==> config.mk <==
export PLATFORM = sky130hd
export DESIGN_NAME = ldc_ram
export DESIGN_NICKNAME = d
export VERILOG_FILES = /design/src/assert_macros.svh /design/src/ldc_ram.sv
export SDC_FILE = /design/constraint.sdc
export NUM_CORES = 2
export LEC_CHECK = 0
export ABC_CLOCK_PERIOD_IN_PS = 6230
export BUFFER_PORTS_ARGS = -buffer_cell sky130_fd_sc_hd__buf_4
export CORE_MARGIN = 2
export CORE_UTILIZATION = 55
export DETAILED_ROUTE_END_ITERATION = 10
export PLACE_DENSITY = 0.79
export SYNTH_ARGS = -nofsm -noshare
export SYNTH_HDL_FRONTEND = slang
export SYNTH_MEMORY_MAX_BITS = 65536
export SYNTH_SLANG_ARGS = --single-unit
==> constraint.sdc <==
create_clock -name clk -period 6.23 [get_ports clk]
set_clock_uncertainty 0.2 [all_clocks]
set_input_delay 0.3115 -clock clk [delete_from_list [all_inputs] [get_ports clk]]
set_output_delay 0.3115 -clock clk [all_outputs]
set_load 0.1 [all_outputs]
==> src/assert_macros.svh <==
// Assertion helpers shared by the RTL.
`ifndef ASSERT_MACROS_SVH
`define ASSERT_MACROS_SVH

// Check a condition at every clock edge outside reset.
`define ASSERT_ALWAYS(label, clk, rst, expr, msg) \
  label: assert property (@(posedge clk) disable iff (rst) (expr)) else $error(msg);

// Check a consequent in the same cycle as its antecedent.
`define ASSERT_IMPL(label, clk, rst, ante, cons, msg) \
  label: assert property (@(posedge clk) disable iff (rst) (ante) |-> (cons)) else $error(msg);

// Check a consequent in the cycle after its antecedent.
`define ASSERT_NEXT(label, clk, rst, ante, cons, msg) \
  label: assert property (@(posedge clk) disable iff (rst) (ante) |=> (cons)) else $error(msg);

`endif

==> src/ldc_ram.sv <==
`timescale 1ns / 1ps
`default_nettype none

module ldc_ram #(
  parameter int WIDTH = 72,
  parameter int DEPTH = 64
) (
  input  logic                     clk,
  input  logic                     we,
  input  logic [$clog2(DEPTH)-1:0] waddr,
  input  logic [WIDTH-1:0]         wdata,
  input  logic                     re,
  input  logic [$clog2(DEPTH)-1:0] raddr,
  output logic [WIDTH-1:0]         rdata
);

  logic [WIDTH-1:0] mem [DEPTH];

  always_ff @(posedge clk) begin
    if (we) begin
      mem[waddr] <= wdata;
    end
  end

  // hold read data until the next read
  always_ff @(posedge clk) begin
    if (re) begin
      rdata <= mem[raddr];
    end
  end

endmodule

`default_nettype wire

==> flow_results.org <==
** Clock network
- No sink is reached through more buffers than the 4 on the longest clock path.
- In this run, post-CTS repair resized a total of 0 instances.
- TritonCTS built the clock tree.
- Number of clock sinks :: 4680
- After clock tree synthesis, the clock-pin slew on the worst setup and hold paths is ~0.06 ns.
- Clock insertion delay at the later pin of the skew report :: about 0.96 ns
- H-tree levels :: 5
- Number of buffers inserted for hold repair after clock tree synthesis :: 76
- Buffer type at the clock tree root :: sky130_fd_sc_hd__clkbuf_16
- In this run the post-CTS setup repair buffer count came out at 0.
- Number of clock buffers inserted by TritonCTS :: ~430

** Route
- Dividing the detail-routed wire length by the instance count gives approximately 44 um.
- The routed layout has around 92000 vias.
- The first detailed-routing pass took 8 iterations.
- Number of DRC violations after detailed routing :: 0
- Number of antenna-violating nets in the routed design :: 0
- Starting DRC count in detailed routing :: between 15000 and 20000
- Routed Wire Length :: between 500000 and 600000 um
- Average via count per standard cell :: between 7 and 8

** STA
- Final hold violation count :: 0
- The routed design could run at a clock period as short as 3.598 ns.
- Headroom to the max-slew limit came out at 0.1011.
- At the pin with the least slew margin, the transition time is approximately 1.3 ns.
- Static timing analysis puts the maximum clock frequency at 0.2779 GHz.
- Of the available clock period, the critical path in the final layout requires 0.5775.
- Setup violators final :: 0
- Total negative slack for setup checks :: 0 ns
- Slew Viols, Final :: 0
- Setup repair after global routing left no endpoint under its margin.
- Once routing completed, OpenROAD measured the worst setup slack at between 2 and 3 ns.

** Cells and area
- From synthesis to final layout, the design area changed by 12.61%.
- Share of final-layout standard cells stronger than drive strength 1 :: 0.2729
- Total number of nets in the final design :: 7849
- Number of fill cells in the layout :: slightly below 20000
- Excluding fillers, the count of instances in the completed layout stands at 12320.
- Final design area excluding fillers :: 198100 um^2

** Power
- Maximum vdd ir drop :: ~0.00030 V
- Power density over the cells :: between 300 and 400 nW/um^2
- Overall power consumption after layout is estimated at roughly 65 mW.
- The analysis attributes to cell leakage a power of approximately 61 nW.

** Synthesis
- Sorting the synthesized cells by area gives the leading types as sky130_fd_sc_hd__edfxtp_1 80%, sky130_fd_sc_hd__mux4_2 15%, sky130_fd_sc_hd__a22oi_1 1.2%, sky130_fd_sc_hd__mux2i_1 0.61%, sky130_fd_sc_hd__buf_2 0.54%.
- Syn Area/Cell :: approximately 24 um^2
- Netlist cell types :: 26
- The number of nets in the synthesized netlist is around 7400.
- Post-synth ARST share :: 0
- Synth area leader :: sky130_fd_sc_hd__edfxtp_1
- Number of synthesized register bits :: between 4000 and 5000
- Number of enable-type register cells in the synthesized netlist :: approximately 4700
- Most frequently used cell type in the post-synthesis netlist :: sky130_fd_sc_hd__edfxtp_1
- By count the netlist is led by 4680 x sky130_fd_sc_hd__edfxtp_1, 1152 x sky130_fd_sc_hd__mux4_2, 288 x sky130_fd_sc_hd__a22oi_1.
- Most common flop cell mapped by yosys :: sky130_fd_sc_hd__edfxtp_1
- During synthesis, Yosys emitted a total of 0 warnings.
- Counting every instance in the synthesized netlist gives around 7300.
- Synth Cell Area :: between 150000 and 200000 um^2
- Area share of the largest cell type after synthesis :: 0.7988
- Sequential share of the synthesized area :: 0.7988

** Floorplan
- Pin placement for this block handled roughly 160 I/O pins.
- The floorplan has just over 200 rows.
- Chip Height :: between 500 and 600 um
- The initial utilization of the core area, before any placement, comes to 0.5532.
- Placeable core area :: 318100 um^2
- The die covers between 300000 and 400000 um^2.
- X dimension of the die :: between 500 and 600 um

** Placed design
- I/O Buffers :: between 150 and 200
- After detailed placement, the total cell area comes to 183500 um^2.
- Before CTS, the worst setup slack after placement is between 2 and 3 ns.
- Cell Count Post-Placement :: 11430
- Detailed placement ended at an HPWL of 247100 um.
- Placer's final routability congestion estimate :: about 0.8

** Global routing
- Initial antenna violation count :: between 40 and 50
- Overall global routing resource usage :: 0.3329
- Sum of overflow across all layers after global routing :: 0
- Largest net degree at the start of global routing :: 138
- The first global-routing pass estimated ~740000 um of wire.
- Vias in the first global route :: 92950

** Setup path
- Nature of the critical path endpoint :: flop
- At the worst endpoint, the required time is 6.54 ns.
- Category of the worst setup path launch point :: input pin
- The worst register-to-register path has a setup slack of between 3 and 4 ns.
- Critical path start-end classification :: input pin to flop
- Of all nets on the critical path, the largest fanout is 30.
- At the worst endpoint, the arrival time is 3.91 ns.

** Status
- The flow ran to the end, and the final reports show no timing, DRC or antenna violations.

** Min path
- Path class of the lowest-slack min-delay path :: input pin to flop

** Flow run
- Number of max-capacitance violations reported :: 0
-- state kept, by name, indices dropped and copies added, names as in the netlist --
| register | count |
|---|---|
| mem | 4608 |
| rdata | 72 |
-- layout make-up --
| class | instances | area (um^2) | share of cell area |
|---|---|---|---|
| Sequential cell | 4680 | 140500 | 0.7094 |
| Clock buffer | 505 | 11150 | 0.05627 |
| Timing Repair Buffer | 441 | 4503 | 0.02273 |
| Multi-Input combinational cell | 2207 | 33950 | 0.1714 |
| Antenna cell | 22 | 55.05 | 0.0002779 |
| Clock inverter | 287 | 2695 | 0.01360 |
| Tap cell | 4180 | 5230 | 0.02640 |
-- layout by cell type (no fill, tap or decap), types with 70 or more instances in the layout --
cell | netlist | final
sky130_fd_sc_hd__a22oi_1 | 288 | 288
sky130_fd_sc_hd__dlygate4sd3_1 | 0 | 76
sky130_fd_sc_hd__nand3_1 | 128 | 127
sky130_fd_sc_hd__clkinv_2 | 0 | 79
sky130_fd_sc_hd__edfxtp_1 | 4680 | 4680
sky130_fd_sc_hd__clkbuf_1 | 143 | 70
sky130_fd_sc_hd__a211oi_1 | 72 | 72
sky130_fd_sc_hd__buf_4 | 56 | 284
sky130_fd_sc_hd__o211a_1 | 72 | 72
sky130_fd_sc_hd__buf_12 | 0 | 77
sky130_fd_sc_hd__o22ai_1 | 144 | 144
sky130_fd_sc_hd__clkbuf_16 | 0 | 435
sky130_fd_sc_hd__mux4_2 | 1152 | 1152
sky130_fd_sc_hd__mux2i_1 | 108 | 108
sky130_fd_sc_hd__clkinv_1 | 0 | 110
-- routing by layer --
metal / global-route usage / wire [um] / share of wire
met1: 0.4249 / 161100 / 0.30
met2: 0.5142 / 249800 / 0.46
met3: 0.1012 / 89670 / 0.17
met4: 0.1867 / 37820 / 0.070
met5: 0 / 255 / 0.00047
-- metrics by stage --
| stage | utilization | hold WS [ns] |
|---|---|---|
| floorplan | - | 0.2104 |
| detailed placement | 0.5768 | 0.6414 |
| CTS | 0.6227 | 0.02798 |
| global placement | 0.5768 | 0.6096 |
| finish | 0.6229 | 0.08253 |
| global route | 0.6228 | 0.1160 |
-- power by group --
group	switching (mW)	internal, mW	total, mW
sequential	0.156	34.9	35.1
combinational	2.35	1.13	3.48
clock	12.0	14.5	26.5
total	14.5	50.6	65.1
-- worst max-delay path: stages --
cell,delay (ns)
sky130_fd_sc_hd__dlygate4sd3_1,0.62
sky130_fd_sc_hd__buf_4,0.23
sky130_fd_sc_hd__nor2b_1,0.21
sky130_fd_sc_hd__nand2_1,0.47
sky130_fd_sc_hd__nor2_4,1.20
sky130_fd_sc_hd__buf_4,0.81
-- worst paths after layout --
kind / from / to / cells past startpoint
max: waddr[2] / mem[12][36]$_DFFE_PP_ / 6
min: raddr[1] / rdata[10]$_DFFE_PP_ / 4
max reg2reg: mem[58][26]$_DFFE_PP_ / rdata[26]$_DFFE_PP_ / 4
min reg2reg: mem[14][31]$_DFFE_PP_ / rdata[31]$_DFFE_PP_ / 4
-- cells by family (layout without fill, tap and decap cells) --
kind of cell           after synthesis  after routing  synth area share
muxes                             1260           1260            0.1536
DFF                               4680           4680            0.7988
and+or+nand+nor                    317            317          0.008783
AOI/OAI and AO/OA                  630            630           0.02727
other                                0             22                 0
buffers and inverters              418           1233           0.01155
Note: power is estimated with default switching activity, not from simulation.
